`src/rtl/core/ibc_pkg.sv`:
```
// ibc_pkg: shared types, widths and register codes for the isometric
// bounding-box centering block. No dependencies.
package ibc_pkg;

  localparam int COORD_W    = 10;
  localparam int ELEV_W     = 16;
  localparam int ANGLE_W    = 16;
  localparam int SCALE_W    = 32;
  localparam int WIN_W      = 12;
  localparam int PX_W       = 12;
  localparam int PY_W       = 24;
  localparam int Q17_W      = 60;
  localparam int OFS_W      = 40;
  localparam int CFG_IDX_W  = 3;
  localparam int CFG_DATA_W = 32;

  localparam int unsigned MAX_DIM_DEF = 1024;

  typedef enum logic [CFG_IDX_W-1:0] {
    CFG_COS_ANGLE     = 3'd0,
    CFG_SIN_ANGLE     = 3'd1,
    CFG_HEIGHT_GAIN   = 3'd2,
    CFG_SCALE_FACTOR  = 3'd3,
    CFG_WINDOW_WIDTH  = 3'd4,
    CFG_WINDOW_HEIGHT = 3'd5
  } cfg_reg_t;

  typedef struct packed {
    logic        [COORD_W-1:0] col_index;
    logic        [COORD_W-1:0] row_index;
    logic signed [ELEV_W-1:0]  elevation;
    logic                      last_point;
  } ibc_in_t;

  typedef struct packed {
    logic signed [OFS_W-1:0] offset_x;
    logic signed [OFS_W-1:0] offset_y;
  } ibc_out_t;

  typedef struct packed {
    logic signed [ANGLE_W-1:0] cos_angle;
    logic signed [ANGLE_W-1:0] sin_angle;
    logic signed [ANGLE_W-1:0] height_gain;
    logic        [SCALE_W-1:0] scale_factor;
    logic        [WIN_W-1:0]   window_width;
    logic        [WIN_W-1:0]   window_height;
  } ibc_cfg_t;

  typedef struct packed {
    logic signed [PX_W-1:0] px;
    logic signed [PY_W-1:0] py;
    logic                   last;
  } ibc_proj_t;

  typedef struct packed {
    logic signed [PX_W-1:0] lo_x;
    logic signed [PX_W-1:0] hi_x;
    logic signed [PY_W-1:0] lo_y;
    logic signed [PY_W-1:0] hi_y;
  } ibc_ext_t;

  localparam ibc_cfg_t CFG_RESET = '{
    cos_angle:     16'sd14189,
    sin_angle:     16'sd8192,
    height_gain:   16'sd256,
    scale_factor:  32'd65536,
    window_width:  12'd1920,
    window_height: 12'd1080
  };

endpackage

```
`src/rtl/core/ibc_project.sv`:
```
// ibc_project: input register, coordinate clamp and isometric projection
// into a registered (px, py) beat. Depends on ibc_pkg.
module ibc_project #(
  parameter int unsigned MAX_DIM = ibc_pkg::MAX_DIM_DEF
) (
  input  logic                  clk,
  input  logic                  rst_n,
  input  logic                  in_valid,
  output logic                  in_ready,
  input  ibc_pkg::ibc_in_t      in_data,
  input  ibc_pkg::ibc_cfg_t     cfg,
  output logic                  prj_valid,
  input  logic                  prj_ready,
  output ibc_pkg::ibc_proj_t    prj
);

  localparam int unsigned COORD_MAX = (1 << ibc_pkg::COORD_W) - 1;
  localparam int unsigned LIM = (MAX_DIM - 1 > COORD_MAX) ? COORD_MAX : MAX_DIM - 1;
  localparam logic [ibc_pkg::COORD_W-1:0] COORD_LIM = ibc_pkg::COORD_W'(LIM);

  logic               s1_v_r;
  ibc_pkg::ibc_in_t   s1_r;
  ibc_pkg::ibc_in_t   s1_nxt;
  logic               prj_v_r;
  ibc_pkg::ibc_proj_t prj_r;
  ibc_pkg::ibc_proj_t prj_nxt;
  logic               s1_free;
  logic               prj_free;

  logic signed [ibc_pkg::COORD_W:0]   dx;
  logic        [ibc_pkg::COORD_W:0]   sxy;
  logic signed [26:0]                 prod_x;
  logic signed [26:0]                 rnd_x;
  logic signed [27:0]                 prod_s;
  logic signed [31:0]                 prod_g;
  logic signed [37:0]                 sum_y;
  logic signed [37:0]                 rnd_y;

  // clamp coordinates on the way in
  always_comb begin
    s1_nxt = in_data;
    if (in_data.col_index > COORD_LIM) s1_nxt.col_index = COORD_LIM;
    if (in_data.row_index > COORD_LIM) s1_nxt.row_index = COORD_LIM;
  end

  // px = trunc((x - y) * cos / 2^14), py = trunc(((x + y) * sin - z * gain * 64) / 2^14)
  always_comb begin
    dx     = $signed({1'b0, s1_r.col_index}) - $signed({1'b0, s1_r.row_index});
    sxy    = {1'b0, s1_r.col_index} + {1'b0, s1_r.row_index};
    prod_x = dx * cfg.cos_angle;
    rnd_x  = prod_x + (prod_x[26] ? 27'sd16383 : 27'sd0);
    prod_s = $signed({1'b0, sxy}) * cfg.sin_angle;
    prod_g = s1_r.elevation * cfg.height_gain;
    sum_y  = 38'(prod_s) - (38'(prod_g) <<< 6);
    rnd_y  = sum_y + (sum_y[37] ? 38'sd16383 : 38'sd0);
    prj_nxt.px   = rnd_x[25:14];
    prj_nxt.py   = rnd_y[37:14];
    prj_nxt.last = s1_r.last_point;
  end

  assign prj_free = !prj_v_r || prj_ready;
  assign s1_free  = !s1_v_r || prj_free;
  assign in_ready = s1_free;

  always_ff @(posedge clk) begin
    if (!rst_n) begin
      s1_v_r  <= 1'b0;
      prj_v_r <= 1'b0;
    end else begin
      if (s1_free)  s1_v_r  <= in_valid;
      if (prj_free) prj_v_r <= s1_v_r;
    end
  end

  always_ff @(posedge clk) begin
    if (in_valid && s1_free) s1_r  <= s1_nxt;
    if (s1_v_r && prj_free)  prj_r <= prj_nxt;
  end

  assign prj_valid = prj_v_r;
  assign prj       = prj_r;

endmodule

```
`config.mk`:
```
export PLATFORM = sky130hd
export DESIGN_NAME = ibc_project
export DESIGN_NICKNAME = d
export VERILOG_FILES = /design/src/rtl/core/ibc_pkg.sv /design/src/rtl/core/ibc_project.sv
export SDC_FILE = /design/constraint.sdc
export NUM_CORES = 2
export LEC_CHECK = 0
export CAP_MARGIN = 10
export CORE_MARGIN = 5
export CORE_UTILIZATION = 40
export DETAILED_ROUTE_END_ITERATION = 16
export DONT_BUFFER_PORTS = 1
export GPL_TIMING_DRIVEN = 0
export SLEW_MARGIN = 25
export SYNTH_ARGS = -nofsm -noshare
export SYNTH_HDL_FRONTEND = slang
export SYNTH_SLANG_ARGS = --single-unit
```
`constraint.sdc`:
```
create_clock -name clk -period 18 [get_ports clk]
set_input_delay 3.6 -clock clk [delete_from_list [all_inputs] [get_ports clk]]
set_output_delay 3.6 -clock clk [all_outputs]
set_load 0.1 [all_outputs]
```
==> results.cfg <==
[grt]
grt_start_max_net_pins = 38
grt_pass1_vias = 21500
antenna_found_initial = 11
grt.overflow.total = 0
grt_usage = 0.187
grt_pass1_wl_mm = 117

[setup_path]
r2r-start = s1_r[11]
start_kind = input port
r2r-end = prj[15]
crit_top_cell = fa_1
reg2reg_slack_ps = 3400
ff2ff_path_depth = 49
crit_fanout = 10
worstSetupPathType = in -> reg
worstPathRequired_ps = 18140
startpoint = cfg[57]
slowest_delay_ps = 580
critPathCaptureType = flip-flop
crit_arrival_ps = 17210
crit_slowest_cell = fa_1

[cts]
cts_root_buf = clkbuf_16
cts_buffers = 9
cts_tree = yes
cts.sinks = 76
cts_hold_buf = 0
clk_pin_slew_worst_paths_ps = 70
cts_max_level = 3
clock_path_buffers = 2
clk_latency_ps = 390

[die]
fp-row-count = 99
dieArea_um2 = 78500
initial_core_util = 0.402
die_h_um = 280
ios = 184
core-area_um2 = 72700
fp.dieW_um = 280

[layout]
fin_area_um2 = 30800
area_growth_pct = 5.42
layout.nets = 4175
drive_above_1_share = 0.0201
final_common_cell = inv_1
final_cell_mix = inv_1 (747), fa_1 (649), nand2_1 (327)

[yosys]
synth_area_um2 = 29200
ys.flop_type = edfxtp_1
synth_nets = 4161
ys_seq_elements = 76
async_reset_ff_frac = 0
syn_inst = 3110
synth.avg_cell_area_um2 = 9.39
synth_cell_types = 77
synth_edf_count = 74
ys_warn_count = 0
ys_seq_area_frac = 0.0775

[job]
max-cap-violations = 0

[timing]
fin_crit_ps = 17070
worst_hold_slack_ps = 435
relSlewSlack = 0.264
final.period_utilization = 0.948
tightestPinTransition_ps = 1100
fmax_mhz = 58.6
setup_viol = 0
rsz0062_at_grt = false
hold_viol = 0
skew_ps = 23.7
finalMaxSlewViolations = 0

[place]
port_buffers = 0
dpl-instance-area_um2 = 30400
gp_congestion = 0.873
hpwl_mm = 60.8

[min_path]
worst_hold_path.num_cells = 0
min_from = prj_nxt[0]
whs_endpoint = prj[0]
worstHoldPathType = reg -> reg

[detailed_routing]
via_per_inst = 4.84
ant_nets = 0
num_vias = 19800
drt-initial-drc-count = 909
wl_per_cell_um = 16.9
drt_wl_total_mm = 69.3
drt_first_pass_iters = 5
drc = 0

[run_status]
status = finished, final reports clean
-- synth_stat cells (41+ instances only) --
master,n,share of area
a21oi_1,73,0.013
and2_1,234,0.050
clkbuf_1,111,0.014
edfxtp_1,74,0.076
fa_1,649,0.44
ha_1,257,0.11
inv_1,747,0.096
nand2_1,327,0.042
nand2b_1,41,0.0088
nor2_1,57,0.0073
nor2b_1,74,0.016
o21ai_0,46,0.0079
xnor2_1,86,0.026
xor2_1,57,0.017
-- critical path: cells and delay by family --
kind | cells | cell delay [ps]
simple gates | 10 | 2590
buf+inv | 7 | 840
fa+ha+maj | 14 | 6230
xor+xnor | 3 | 480
compound gates | 15 | 3430
-- per-stage QoR --
step | cells | utilization | TNS [ps] | worst slack, ps
after floorplan | 3110 | - | 0 | 1930
after global placement | 4069 | 0.418 | -93.1 | -93.1
after detailed placement | 4070 | 0.419 | -40.5 | -40.5
after CTS | 4086 | 0.423 | 0 | 288
after global routing | 4088 | 0.423 | 0 | 1.35
final | 4093 | 0.423 | 0 | 930
-- sequential cells by signal, summed over array words and instances, names as in the netlist --
register and count:
prj 37, prj_nxt 1, prj_valid 1, s1_v_r 1, s1_r 36
-- cells by family after synthesis --
kind of cell,share of synthesized area
compound gates,0.0640
xor+xnor,0.0435
fa+ha+maj,0.555
buf+inv,0.112
flops,0.0775
mux,0.000686
simple gates,0.148
-- layer usage --
metal	vias up	share of wire	GRT usage	wire length (um)
met4	8	0.021	0.0415	1440
met5	-	0.00088	0	61
met3	68	0.056	0.0369	3870
met1	10000	0.44	0.255	30700
li1	9376	-	-	-
met2	341	0.48	0.313	33200
-- layout make-up --
| type | instances | area [um^2] |
|---|---|---|
| diodes | 5 | 12.5 |
| plain buffers | 115 | 450 |
| clock buffers | 10 | 229 |
| clock inverters | 6 | 63.8 |
| fillers | 7202 | 41900 |
| inverters | 749 | 2810 |
| multi-input cells | 2170 | 23700 |
| flip-flops and latches | 76 | 2260 |
| well taps | 959 | 1200 |
| repair buffers | 3 | 47.5 |
-- timing repair --
action | 4_1_cts | 5_1_grt
setup buffers | 0 | 2
gates resized for setup | 0 | 2
setup endpoints to repair | 0 | 23
-- worst max path at each step --
stage               to  slack [ps]  depth (start not counted)
2_1_floorplan  prj[15]        1930                         48
3_3_place_gp   prj[15]         -90                         48
3_5_place_dp   prj[15]         -40                         48
4_1_cts        prj[15]         290                         48
5_1_grt        prj[15]           1                         52
6_report       prj[15]         930                         49
Power is not shown: default switching activity piles up to over one toggle a cycle in this logic, so the estimate is an artifact.
