[src/rtl/core/ibc_pkg.sv]
// ibc_pkg: shared types, widths and register codes for the isometric
// bounding-box centering block. No dependencies.
package ibc_pkg;

  localparam int COORD_W    = 10;
  localparam int ELEV_W     = 16;
  localparam int ANGLE_W    = 16;
  localparam int SCALE_W    = 32;
  localparam int WIN_W      = 12;
  localparam int PX_W       = 12;
  localparam int PY_W       = 24;
  localparam int Q17_W      = 60;
  localparam int OFS_W      = 40;
  localparam int CFG_IDX_W  = 3;
  localparam int CFG_DATA_W = 32;

  localparam int unsigned MAX_DIM_DEF = 1024;

  typedef enum logic [CFG_IDX_W-1:0] {
    CFG_COS_ANGLE     = 3'd0,
    CFG_SIN_ANGLE     = 3'd1,
    CFG_HEIGHT_GAIN   = 3'd2,
    CFG_SCALE_FACTOR  = 3'd3,
    CFG_WINDOW_WIDTH  = 3'd4,
    CFG_WINDOW_HEIGHT = 3'd5
  } cfg_reg_t;

  typedef struct packed {
    logic        [COORD_W-1:0] col_index;
    logic        [COORD_W-1:0] row_index;
    logic signed [ELEV_W-1:0]  elevation;
    logic                      last_point;
  } ibc_in_t;

  typedef struct packed {
    logic signed [OFS_W-1:0] offset_x;
    logic signed [OFS_W-1:0] offset_y;
  } ibc_out_t;

  typedef struct packed {
    logic signed [ANGLE_W-1:0] cos_angle;
    logic signed [ANGLE_W-1:0] sin_angle;
    logic signed [ANGLE_W-1:0] height_gain;
    logic        [SCALE_W-1:0] scale_factor;
    logic        [WIN_W-1:0]   window_width;
    logic        [WIN_W-1:0]   window_height;
  } ibc_cfg_t;

  typedef struct packed {
    logic signed [PX_W-1:0] px;
    logic signed [PY_W-1:0] py;
    logic                   last;
  } ibc_proj_t;

  typedef struct packed {
    logic signed [PX_W-1:0] lo_x;
    logic signed [PX_W-1:0] hi_x;
    logic signed [PY_W-1:0] lo_y;
    logic signed [PY_W-1:0] hi_y;
  } ibc_ext_t;

  localparam ibc_cfg_t CFG_RESET = '{
    cos_angle:     16'sd14189,
    sin_angle:     16'sd8192,
    height_gain:   16'sd256,
    scale_factor:  32'd65536,
    window_width:  12'd1920,
    window_height: 12'd1080
  };

endpackage

[src/rtl/core/ibc_extent.sv]
// ibc_extent: running min/max of the projected points over a frame; hands
// the final box to the offset stage on the last point. Depends on ibc_pkg.
module ibc_extent (
  input  logic               clk,
  input  logic               rst_n,
  input  logic               prj_valid,
  output logic               prj_ready,
  input  ibc_pkg::ibc_proj_t prj,
  output logic               ext_valid,
  input  logic               ext_ready,
  output ibc_pkg::ibc_ext_t  ext
);

  logic              started_r;
  ibc_pkg::ibc_ext_t box_r;
  ibc_pkg::ibc_ext_t box_nxt;
  logic              ext_v_r;
  ibc_pkg::ibc_ext_t ext_r;
  logic              ext_free;
  logic              take;

  always_comb begin
    box_nxt = box_r;
    if (!started_r || prj.px < box_r.lo_x) box_nxt.lo_x = prj.px;
    if (!started_r || prj.px > box_r.hi_x) box_nxt.hi_x = prj.px;
    if (!started_r || prj.py < box_r.lo_y) box_nxt.lo_y = prj.py;
    if (!started_r || prj.py > box_r.hi_y) box_nxt.hi_y = prj.py;
  end

  assign ext_free  = !ext_v_r || ext_ready;
  assign prj_ready = !prj.last || ext_free;
  assign take      = prj_valid && prj_ready;

  always_ff @(posedge clk) begin
    if (!rst_n) begin
      started_r <= 1'b0;
      ext_v_r   <= 1'b0;
    end else begin
      if (take)     started_r <= !prj.last;
      if (ext_free) ext_v_r   <= take && prj.last;
    end
  end

  always_ff @(posedge clk) begin
    if (take)             box_r <= box_nxt;
    if (take && prj.last) ext_r <= box_nxt;
  end

  assign ext_valid = ext_v_r;
  assign ext       = ext_r;

  a_rearm: assert property (@(posedge clk) disable iff (!rst_n)
    take && prj.last |=> !started_r && ext_v_r)
    else $error("frame did not rearm on last point");

  a_box_order: assert property (@(posedge clk) disable iff (!rst_n)
    ext_v_r |-> (ext_r.lo_x <= ext_r.hi_x) && (ext_r.lo_y <= ext_r.hi_y))
    else $error("bounding box min above max");

  a_hold_box: assert property (@(posedge clk) disable iff (!rst_n)
    ext_v_r && !ext_ready |=> ext_v_r && $stable(ext_r))
    else $error("stalled box changed");

endmodule

[config.mk]
export PLATFORM = sky130hd
export DESIGN_NAME = ibc_extent
export DESIGN_NICKNAME = d
export VERILOG_FILES = /design/src/rtl/core/ibc_pkg.sv /design/src/rtl/core/ibc_extent.sv
export SDC_FILE = /design/constraint.sdc
export NUM_CORES = 1
export LEC_CHECK = 0
export BUFFER_PORTS_ARGS = -buffer_cell sky130_fd_sc_hd__buf_2
export CAP_MARGIN = 25
export CORE_MARGIN = 10
export CORE_UTILIZATION = 61
export DETAILED_ROUTE_END_ITERATION = 10
export PLACE_DENSITY = 0.82
export SLEW_MARGIN = 20
export SYNTH_ARGS = -nofsm -noshare
export SYNTH_HDL_FRONTEND = slang
export SYNTH_SLANG_ARGS = --single-unit
[constraint.sdc]
create_clock -name clk -period 8.49 [get_ports clk]
set_input_delay 1.698 -clock clk [delete_from_list [all_inputs] [get_ports clk]]
set_output_delay 1.698 -clock clk [all_outputs]
set_load 0.05 [all_outputs]
==> summary.md, run 1 <==
| Metric | Value |
|---|---|
| CTS tree | yes |
| Clock transition at path regs | 0.06 ns |
| H-tree depth | 4 |
| Via count | 4388 |
| Area growth syn-to-layout | 20.7% |
| Top FF cell, synth | edfxtp_1 |
| Worst min path class | reg2reg |
| Worst-skew pair later-pin latency | 0.42 ns |
| Post-cts resize count | 0 |
| Critical Path AT | 4.29 ns |
| # clock sinks | 146 |
| Peak VDD IR | 0.249 mV |
| Max Freq | 243 MHz |
| Clock skew | 0.00834 ns |
| Final HPWL DP | 10500 µm |
| Syn Inst Count | 484 |
| Routed len/inst | 19.6 µm |
| Syn. warnings | 0 |
| Setup Total Neg Slack | 0 ns |
| Slew Limit Fails | 0 |
| Setup Fix Bufs, Post-CTS | 0 |
| Pin count of the biggest net entering global routing | 75 |
| Top post-synthesis cells by area | edfxtp_1 (60%), ha_1 (12%), mux2_2 (8.1%) |
| Unrepaired setup endpoints after global routing | false |
| Worst path max stage delay | 0.49 ns |
| Critical path cell sequence | buf_2 -> ha_1 -> nand4_2 -> nor4_2 -> nor3b_2 -> a22oi_1 -> and3_4 -> o21ai_4 -> buf_16 -> mux2_2 |
| Fin Hold WS | 0.518 ns |
| # port buffers | 114 |
| Critical path's slowest cell | o21ai_4 |
| Antenna violations before repair | 2 |
| Core area | 11500 µm² |
| Crit path time final | 4.11 ns |
| Hold buffers post-CTS | 0 |
| LEAKAGE | 3.87 nW |
| Layout cells sized above 1 | 37.3% |
| CTS buffer count | 17 |
| Total GRT Usage | 19.1% |
| Starting DRT DRC Count | 251 |
| Crit share post-route | 48.4% |
| Die Span X | 129 µm |
| Starting Density | 62.6% |
| Clock Path Buffers | 2 |
| Library cells used by synthesis | 45 |
| Synth Cell Area | 7210 µm² |
| Final-report hold violation count | 0 |
| EDFF count, synth | 144 |
| Outcome | complete, no violations |
| Root Buffer | clkbuf_16 |
| Wire length of the first global-routing pass | 24500 µm |
| Max-slew headroom | 33.6% |
| Reg area | 4360 µm² |
| Die area | 16600 µm² |
| Async SR Flop Fraction | 0% |
| Post-synthesis sequential area ratio | 60.5% |
| Setup Crit Path Kind | in2reg |
| DRC | 0 |
| Nets | 726 |
| Crit end category | flip-flop |
| Slew at the pin closest to its max-slew limit | 0.995 ns |
| Syn Nets | 595 |
| Grt total ovfl | 0 |
| Worst-path fanout max | 13 |
| Pre-antenna DRT Iters | 4 |
| Ports | 115 |
| CP required | 8.66 ns |
| Final wirelength | 15100 µm |
| Share of the core filled with cells | 75.6% |
| Largest area contributor in the netlist | edfxtp_1 |
| Vias per inst | 5.68 |
| Rows | 39 |
| Synth Register Bits | 146 |
| Die H | 129 µm |
| Syn Area/Cell | 14.9 µm² |
| PwrDens | 238 nW/µm² |
| Startpoint Class | input port |
| Max Cap Viol | 0 |
| GP Congestion | 0.899 |
| Vias in the first global route | 4855 |
| Multi-input combinational cell area | 2500 µm² |
| Fillcell total | 720 |
| Antenna Nets Post-Route | 0 |
| Setup Viol. Count Final | 0 |
| Yosys top cell area share | 60.0% |
cells in the mapped netlist, types with 2 or more instances:
master    number
edfxtp_1     144
a21oi_1       18
nand2_1       11
buf_12         2
nor2_1        10
mux2_2        52
nand2b_1       3
dfxtp_1        2
nand4_2        2
nand3_1        4
o211a_1        2
mux2_4        20
inv_1         75
o21a_1         2
nor2b_1        2
o211ai_1       3
buf_2          5
a21boi_0       2
nand4_1       12
ha_1          70
a21o_1        16
o21ai_0        4
state kept, by name (all words and copies together), names as in the netlist:
register and count:
started_r 1, ext 72, ext_valid 1, box_r 72
worst max-delay path, delay by kind of cell:
family / cells / cell delay (ns)
compound gates: 2 / 0.61
fa+ha+maj: 1 / 0.32
buf+inv: 2 / 0.37
mux: 1 / 0.35
simple gates: 4 / 0.93
power by group:
| part | total, mW | internal (mW) | switching (mW) |
|---|---|---|---|
| Combinational | 0.286 | 0.105 | 0.181 |
| Clock | 0.912 | 0.615 | 0.296 |
| Sequential | 0.875 | 0.855 | 0.0205 |
| Total | 2.07 | 1.57 | 0.498 |
metal layers:
metal	global-route usage, %	vias up	share of wire [%]
met5	0	-	0.086
met1	21.3	2129	40
met3	6.04	37	7.0
met2	32.7	150	50
li1	-	2070	-
met4	9.30	2	3.1
metrics by stage:
stage	area [µm²]	setup WS [ns]	total power [mW]	cells
3_5_place_dp	7950	3.94	1.17	738
6_report	8710	4.38	2.07	772
4_1_cts	8680	4.40	2.08	770
3_3_place_gp	7920	3.84	1.16	737
2_1_floorplan	7210	2.37	1.09	484
5_1_grt	8710	4.21	2.14	772
layout make-up:
type / count / area share [%]
flip-flops and latches: 146 / 50.1
clock buffers: 17 / 4.89
multi-input cells: 256 / 28.7
clock inverters: 15 / 3.48
diodes: 1 / 0.0287
repair buffers: 119 / 7.44
inverters: 75 / 3.23
well taps: 143 / 2.06
cells in the final DEF, fill, tap and decap left out, types with 2 or more instances in the layout:
| cell type | netlist | final |
|---|---|---|
| clkinv_4 | 0 | 3 |
| mux2_4 | 20 | 20 |
| nand2_1 | 11 | 11 |
| edfxtp_1 | 144 | 144 |
| nor2_1 | 10 | 10 |
| a21boi_0 | 2 | 2 |
| o211a_1 | 2 | 2 |
| nand4_1 | 12 | 12 |
| inv_6 | 0 | 2 |
| dfxtp_1 | 2 | 2 |
| bufinv_16 | 0 | 8 |
| o211ai_1 | 3 | 3 |
| o21a_1 | 2 | 2 |
| nor2b_1 | 2 | 2 |
| a21o_1 | 16 | 16 |
| mux2_2 | 52 | 52 |
| nand4_2 | 2 | 2 |
| ha_1 | 70 | 70 |
| nand2b_1 | 3 | 3 |
| buf_16 | 0 | 2 |
| inv_1 | 75 | 74 |
| clkbuf_16 | 0 | 17 |
| buf_2 | 5 | 114 |
| nand3_1 | 4 | 4 |
| buf_4 | 0 | 3 |
| o21ai_0 | 4 | 4 |
| a21oi_1 | 18 | 18 |
cell families after synthesis:
kind of cell / share of synthesized area (%)
AO/OA/AOI/OAI: 6.09
adder cells (fa/ha/maj): 12.1
flip-flops: 60.5
AND/OR/NAND/NOR: 4.15
multiplexers: 12.3
buffers and inverters: 4.81
worst paths after layout:
| path | start | endpoint | slack (ns) | cells past startpoint |
|---|---|---|---|---|
| worst max-delay path | prj[24] | ext[26] | 4.38 | 10 |
| worst min-delay path | ext_valid | ext_valid | 0.52 | 2 |
| worst max register to register | box_r[47] | ext[26] | 5.36 | 10 |
| worst min register to register | ext_valid | ext_valid | 0.52 | 2 |
No activity file was read; power rests on OpenSTA's default activity.
==> run 2: changes to the inputs <==
--- a/config.mk
+++ b/config.mk
@@ -8,9 +8,9 @@
 export BUFFER_PORTS_ARGS = -buffer_cell sky130_fd_sc_hd__buf_2
 export CAP_MARGIN = 25
 export CORE_MARGIN = 10
-export CORE_UTILIZATION = 61
+export CORE_UTILIZATION = 57
 export DETAILED_ROUTE_END_ITERATION = 10
-export PLACE_DENSITY = 0.82
+export PLACE_DENSITY = 0.77
 export SLEW_MARGIN = 20
 export SYNTH_ARGS = -nofsm -noshare
 export SYNTH_HDL_FRONTEND = slang
==> constraint.sdc (replaced) <==
create_clock -name clk -period 3.84 [get_ports clk]
set_input_delay 0.768 -clock clk [delete_from_list [all_inputs] [get_ports clk]]
set_output_delay 0.768 -clock clk [all_outputs]
set_load 0.05 [all_outputs]
==> run 2 against run 1 <==
  * Total power increased by 110%
  * Die area increased by 5.9%
  * Via count fell by 2.2%
  * Clock power increased by 89%
  * Register-to-register slack worse by 4.5 ns
  * Worst hold slack got worse by 0.010 ns
  * Combinational power increased by 120%
  * Design area is 0.88% lower
  * Non-clock buffer count rose by 1
  * Count of clock-buffer cells in the layout is 2 higher
  * Global-route usage down 2.0 points
  * Largest power group is now registers
  * Final cell count increased by 4.0%
==> summary.md, run 2 (same netlist as run 1, synthesis figures left out) <==
| Metric | Value |
|---|---|
| Starting DRT DRC Count | 338 |
| Root Buffer | clkbuf_16 |
| Clock Path Buffers | 2 |
| Critical path cell sequence | buf_2 -> ha_1 -> nand3_1 -> nor2_1 -> nand2_1 -> o21bai_1 -> o211a_1 -> o21ai_0 -> buf_4 -> mux2_2 |
| WP buf/inv | 2 |
| Setup Fix Bufs, Post-CTS | 0 |
| Vias per inst | 5.35 |
| Critical path's slowest cell | o21ai_0 |
| Antenna violations before repair | 2 |
| Die area | 17500 µm² |
| H-tree depth | 4 |
| Crit path time final | 3.10 ns |
| Nets | 727 |
| Pre-antenna DRT Iters | 4 |
| Final HPWL DP | 10400 µm |
| Max Cap Viol | 0 |
| Placed Instances | 769 |
| CP top delay family | compound AO/OA/AOI/OAI gates |
| CTS tree | yes |
| Final wirelength | 14500 µm |
| CP required | 4.00 ns |
| Total GRT Usage | 17.1% |
| Final-report hold violation count | 0 |
| CTS buffer count | 17 |
| Core area | 12500 µm² |
| Hold buffers post-CTS | 0 |
| Crit end category | flip-flop |
| Layout cells sized above 1 | 36.7% |
| Setup Total Neg Slack | 0 ns |
| Worst min path class | reg2reg |
| Slew Limit Fails | 0 |
| Post-cts resize count | 0 |
| Worst-path fanout max | 7 |
| # port buffers | 114 |
| Clock share of power | 40.2% |
| PwrDens | 495 nW/µm² |
| Unrepaired setup endpoints after global routing | false |
| Grt total ovfl | 0 |
| Outcome | complete, no violations |
| Routed len/inst | 18.0 µm |
| Wire length of the first global-routing pass | 23600 µm |
| Max-slew headroom | 32.1% |
| Crit share post-route | 80.8% |
| DRC | 0 |
| Vias in the first global route | 4550 |
| Slew at the pin closest to its max-slew limit | 1.02 ns |
| Die H | 132 µm |
| Die Span X | 132 µm |
| Critical Path AT | 3.26 ns |
| Fillcell total | 896 |
| Area growth syn-to-layout | 19.7% |
| Clock skew | 0.00893 ns |
| Pin count of the biggest net entering global routing | 74 |
| Commonest non-fill, non-tap cell in the layout | edfxtp_1 |
| Peak VDD IR | 0.308 mV |
| Seq pwr share | 45.3% |
| Clock transition at path regs | 0.05 ns |
| Switch Pwr | 1.07 mW |
| Setup Viol. Count Final | 0 |
| Max Freq | 322 MHz |
| Antenna Nets Post-Route | 0 |
| Starting Density | 57.6% |
| Power share of the combinational group | 14.6% |
| LEAKAGE | 3.80 nW |
| Startpoint Class | input port |
| Worst path max stage delay | 0.76 ns |
| Fin cells | 803 |
| Net Sw Frac | 24.9% |
| Via count | 4293 |
| # clock sinks | 146 |
| Cell internal pwr | 3.21 mW |
| Most frequent cells in the layout | edfxtp_1 (144), buf_2 (114), inv_1 (74), ha_1 (70), mux2_2 (52) |
| Setup Crit Path Kind | in2reg |
| Rows | 41 |
| GP Congestion | 0.829 |
| Worst-skew pair later-pin latency | 0.42 ns |
| Ports | 115 |
-- run 2: cell count changes in the layout (fill, tap and decap cells not counted), moves of 2 or more --
cell / before / now
clkinv_1: 0 / 2
buf_16: 2 / 0
bufinv_16: 8 / 4
clkinvlp_4: 1 / 4
clkbuf_1: 0 / 2
buf_12: 0 / 2
-- run 2: worst paths after layout --
check                                from        end  slack, ns  cells after the start
worst max-delay path              prj[36]    ext[52]       0.74                     10
worst min-delay path            ext_valid  ext_valid       0.51                      2
worst max register to register  box_r[59]    ext[52]       0.83                     10
worst min register to register  ext_valid  ext_valid       0.51                      2
-- run 2: worst register-to-register path: stages (launching register included) --
cell	delay, ns
edfxtp_1	0.35
inv_1	0.05
ha_1	0.31
nand3_1	0.12
nor2_1	0.14
nand2_1	0.08
o21bai_1	0.16
o211a_1	0.11
o21ai_0	0.76
buf_4	0.32
mux2_2	0.37
-- run 2: layer usage --
metal | global-route usage (%) | wire length [µm] | vias up
met5 | 0 | 0 | -
met4 | 5.99 | 238 | 0
met2 | 28.3 | 7220 | 108
met1 | 20.1 | 6240 | 2091
met3 | 6.13 | 788 | 20
li1 | - | - | 2074
-- run 2: final cells by class --
class	instances	area [µm²]	area share (%)
multi-input cells	256	2500	29.0
inverters	75	285	3.31
diodes	2	5.00	0.0580
well taps	172	215	2.49
clock buffers	19	433	5.02
flip-flops and latches	146	4360	50.6
clock inverters	13	185	2.15
repair buffers	120	641	7.42
-- run 2: through the flow --
| stage | total power, mW | utilization, % | hold slack (ns) | worst slack [ns] | instance area [µm²] |
|---|---|---|---|---|---|
| floorplan | 2.41 | - | 0.562 | 0.00434 | 7220 |
| global placement | 2.57 | 64.0 | 0.475 | 0.485 | 8010 |
| detailed placement | 2.59 | 64.0 | 0.500 | 0.346 | 8010 |
| CTS | 4.31 | 68.9 | 0.510 | 0.774 | 8620 |
| global route | 4.46 | 68.9 | 0.552 | 0.631 | 8630 |
| finish | 4.27 | 68.9 | 0.508 | 0.739 | 8630 |
-- run 2: power by group through the flow --
stage	registers (mW)	logic (mW)	clock network, mW
2_1_floorplan	2.09	0.320	0
3_3_place_gp	1.96	0.608	0
3_5_place_dp	1.96	0.625	0
4_1_cts	1.93	0.630	1.74
5_1_grt	1.94	0.685	1.83
6_report	1.93	0.623	1.72
==> run 3: changes to the inputs <==
==> constraint.sdc (replaced) <==
create_clock -name clk -period 3.2 [get_ports clk]
set_input_delay 0.64 -clock clk [delete_from_list [all_inputs] [get_ports clk]]
set_output_delay 0.64 -clock clk [all_outputs]
set_load 0.05 [all_outputs]
==> run 3 against run 2 <==
  * Global-route usage up 0.27 points
  * Register-to-register slack worse by 0.61 ns
  * Sequential share of layout area up 0.12 points
  * Highest routed layer is now met5
==> summary.md, run 3 (same netlist as run 1, synthesis figures left out) <==
| Metric | Value |
|---|---|
| Total GRT Usage | 17.3% |
| Final HPWL DP | 11000 µm |
| Slew Limit Fails | 0 |
| Hold buffers post-CTS | 0 |
| Placed Instances | 776 |
| Max Freq | 335 MHz |
| Die H | 132 µm |
| Setup Viol. Count Final | 0 |
| Commonest non-fill, non-tap cell in the layout | edfxtp_1 |
| DRC | 0 |
| Crit share post-route | 93.2% |
| Slew at the pin closest to its max-slew limit | 0.998 ns |
| Setup Fix Bufs, Post-CTS | 0 |
| Peak VDD IR | 0.364 mV |
| Via count | 4341 |
| Setup ws final | 0.219 ns |
| PwrDens | 562 nW/µm² |
| Unrepaired setup endpoints after global routing | false |
| GP Congestion | 0.826 |
| Crit end category | flip-flop |
| Most frequent cells in the layout | edfxtp_1 (144), buf_2 (114), inv_1 (74), ha_1 (70), mux2_2 (52) |
| # clock sinks | 146 |
| WP buf/inv | 2 |
| Outcome | complete, no violations |
| H-tree depth | 4 |
| Rows | 41 |
| Die area | 17500 µm² |
| Worst-skew pair later-pin latency | 0.42 ns |
| CP required | 3.36 ns |
| Final-report hold violation count | 0 |
| Pin count of the biggest net entering global routing | 74 |
| LEAKAGE | 3.81 nW |
| # port buffers | 114 |
| Critical Path AT | 3.14 ns |
| Crit path time final | 2.98 ns |
| Starting Density | 57.6% |
| Starting DRT DRC Count | 242 |
| Max Cap Viol | 0 |
| Area growth syn-to-layout | 19.4% |
| Wire length of the first global-routing pass | 24200 µm |
| Startpoint Class | flip-flop |
| Worst-path fanout max | 10 |
| Critical path cell sequence | inv_1 -> ha_1 -> nand4_2 -> nor4_2 -> nor3b_2 -> a22oi_1 -> and3_4 -> o21ai_4 -> buf_12 -> mux2_2 |
| Ports | 115 |
| Antenna Nets Post-Route | 0 |
| Core area | 12500 µm² |
| Fin cells | 805 |
| Critical path's slowest cell | nor4_2 |
| CP top delay family | simple AND/OR/NAND/NOR gates |
| Setup Crit Path Kind | reg2reg |
| Vias in the first global route | 4698 |
| Setup slack at placement | -0.138 ns |
| Root Buffer | clkbuf_16 |
| Share of the core filled with cells | 68.8% |
| Max-slew headroom | 33.5% |
| Clock skew | 0.00578 ns |
| # diodes | 0 |
| CTS buffer count | 17 |
| Final wirelength | 15000 µm |
| Nets | 734 |
| Clock transition at path regs | 0.05 ns |
| Setup Total Neg Slack | 0 ns |
| Worst min path class | in2reg |
| Routed len/inst | 18.6 µm |
| Die Span X | 132 µm |
| Layout cells sized above 1 | 37.1% |
| Design Power | 4.84 mW |
| Clock Path Buffers | 2 |
| Worst path max stage delay | 0.46 ns |
| Vias per inst | 5.39 |
| Post-cts resize count | 0 |
| Antenna violations before repair | 1 |
| CTS tree | yes |
| Pre-antenna DRT Iters | 4 |
| Grt total ovfl | 0 |
| Fillcell total | 921 |
## run 3: cell count changes in the layout (fill, tap and decap cells not counted), sizes merged
cell / change
buf: +7
bufinv: -3
clkinv: +2
clkinvlp: -2
diode: -2
clkbuf: +1
inv: -1
## run 3: layer usage
layer,up-vias,track usage (%),routed length (µm)
met5,-,0,12
met4,2,7.46,300
met3,23,5.60,899
met2,128,28.8,7460
met1,2104,20.3,6280
li1,2084,-,-
## run 3: final cells by class
| cell class | instances | area (µm²) | area share [%] |
|---|---|---|---|
| well taps | 172 | 215 | 2.50 |
| inverters | 75 | 285 | 3.31 |
| clock inverters | 9 | 68.8 | 0.799 |
| multi-input cells | 256 | 2510 | 29.1 |
| clock buffers | 20 | 437 | 5.07 |
| flip-flops and latches | 146 | 4370 | 50.7 |
| repair buffers | 127 | 731 | 8.48 |
## run 3: worst register-to-register path: stages (launching register included)
cell,delay (ns)
edfxtp_1,0.36
inv_1,0.05
ha_1,0.31
nand4_2,0.16
nor4_2,0.46
nor3b_2,0.27
a22oi_1,0.16
and3_4,0.25
o21ai_4,0.19
buf_12,0.18
mux2_2,0.35
## run 3: path summary, 6_finish.rpt
check / end / from / slack, ns / depth (start not counted)
max: box_r[25] / box_r[45] / 0.22 / 10
max reg2reg: box_r[25] / box_r[45] / 0.22 / 10
min reg2reg: ext_valid / ext_valid / 0.48 / 2
min: started_r / rst_n / 0.47 / 2
## run 3: stage by stage
step	hold WS, ns	cell area (µm²)
floorplan	0.562	7230
global placement	0.467	8110
detailed placement	0.476	8110
CTS	0.454	8610
global route	0.464	8610
finish	0.471	8610
## run 3: where the power goes
| part | total, mW | leakage, nW | switching [mW] | internal, mW |
|---|---|---|---|---|
| Clock | 1.75 | 0.248 | 0.712 | 1.04 |
| Sequential | 2.32 | 1.39 | 0.0512 | 2.27 |
| Combinational | 0.767 | 2.17 | 0.478 | 0.289 |
| Total | 4.84 | 3.81 | 1.24 | 3.60 |
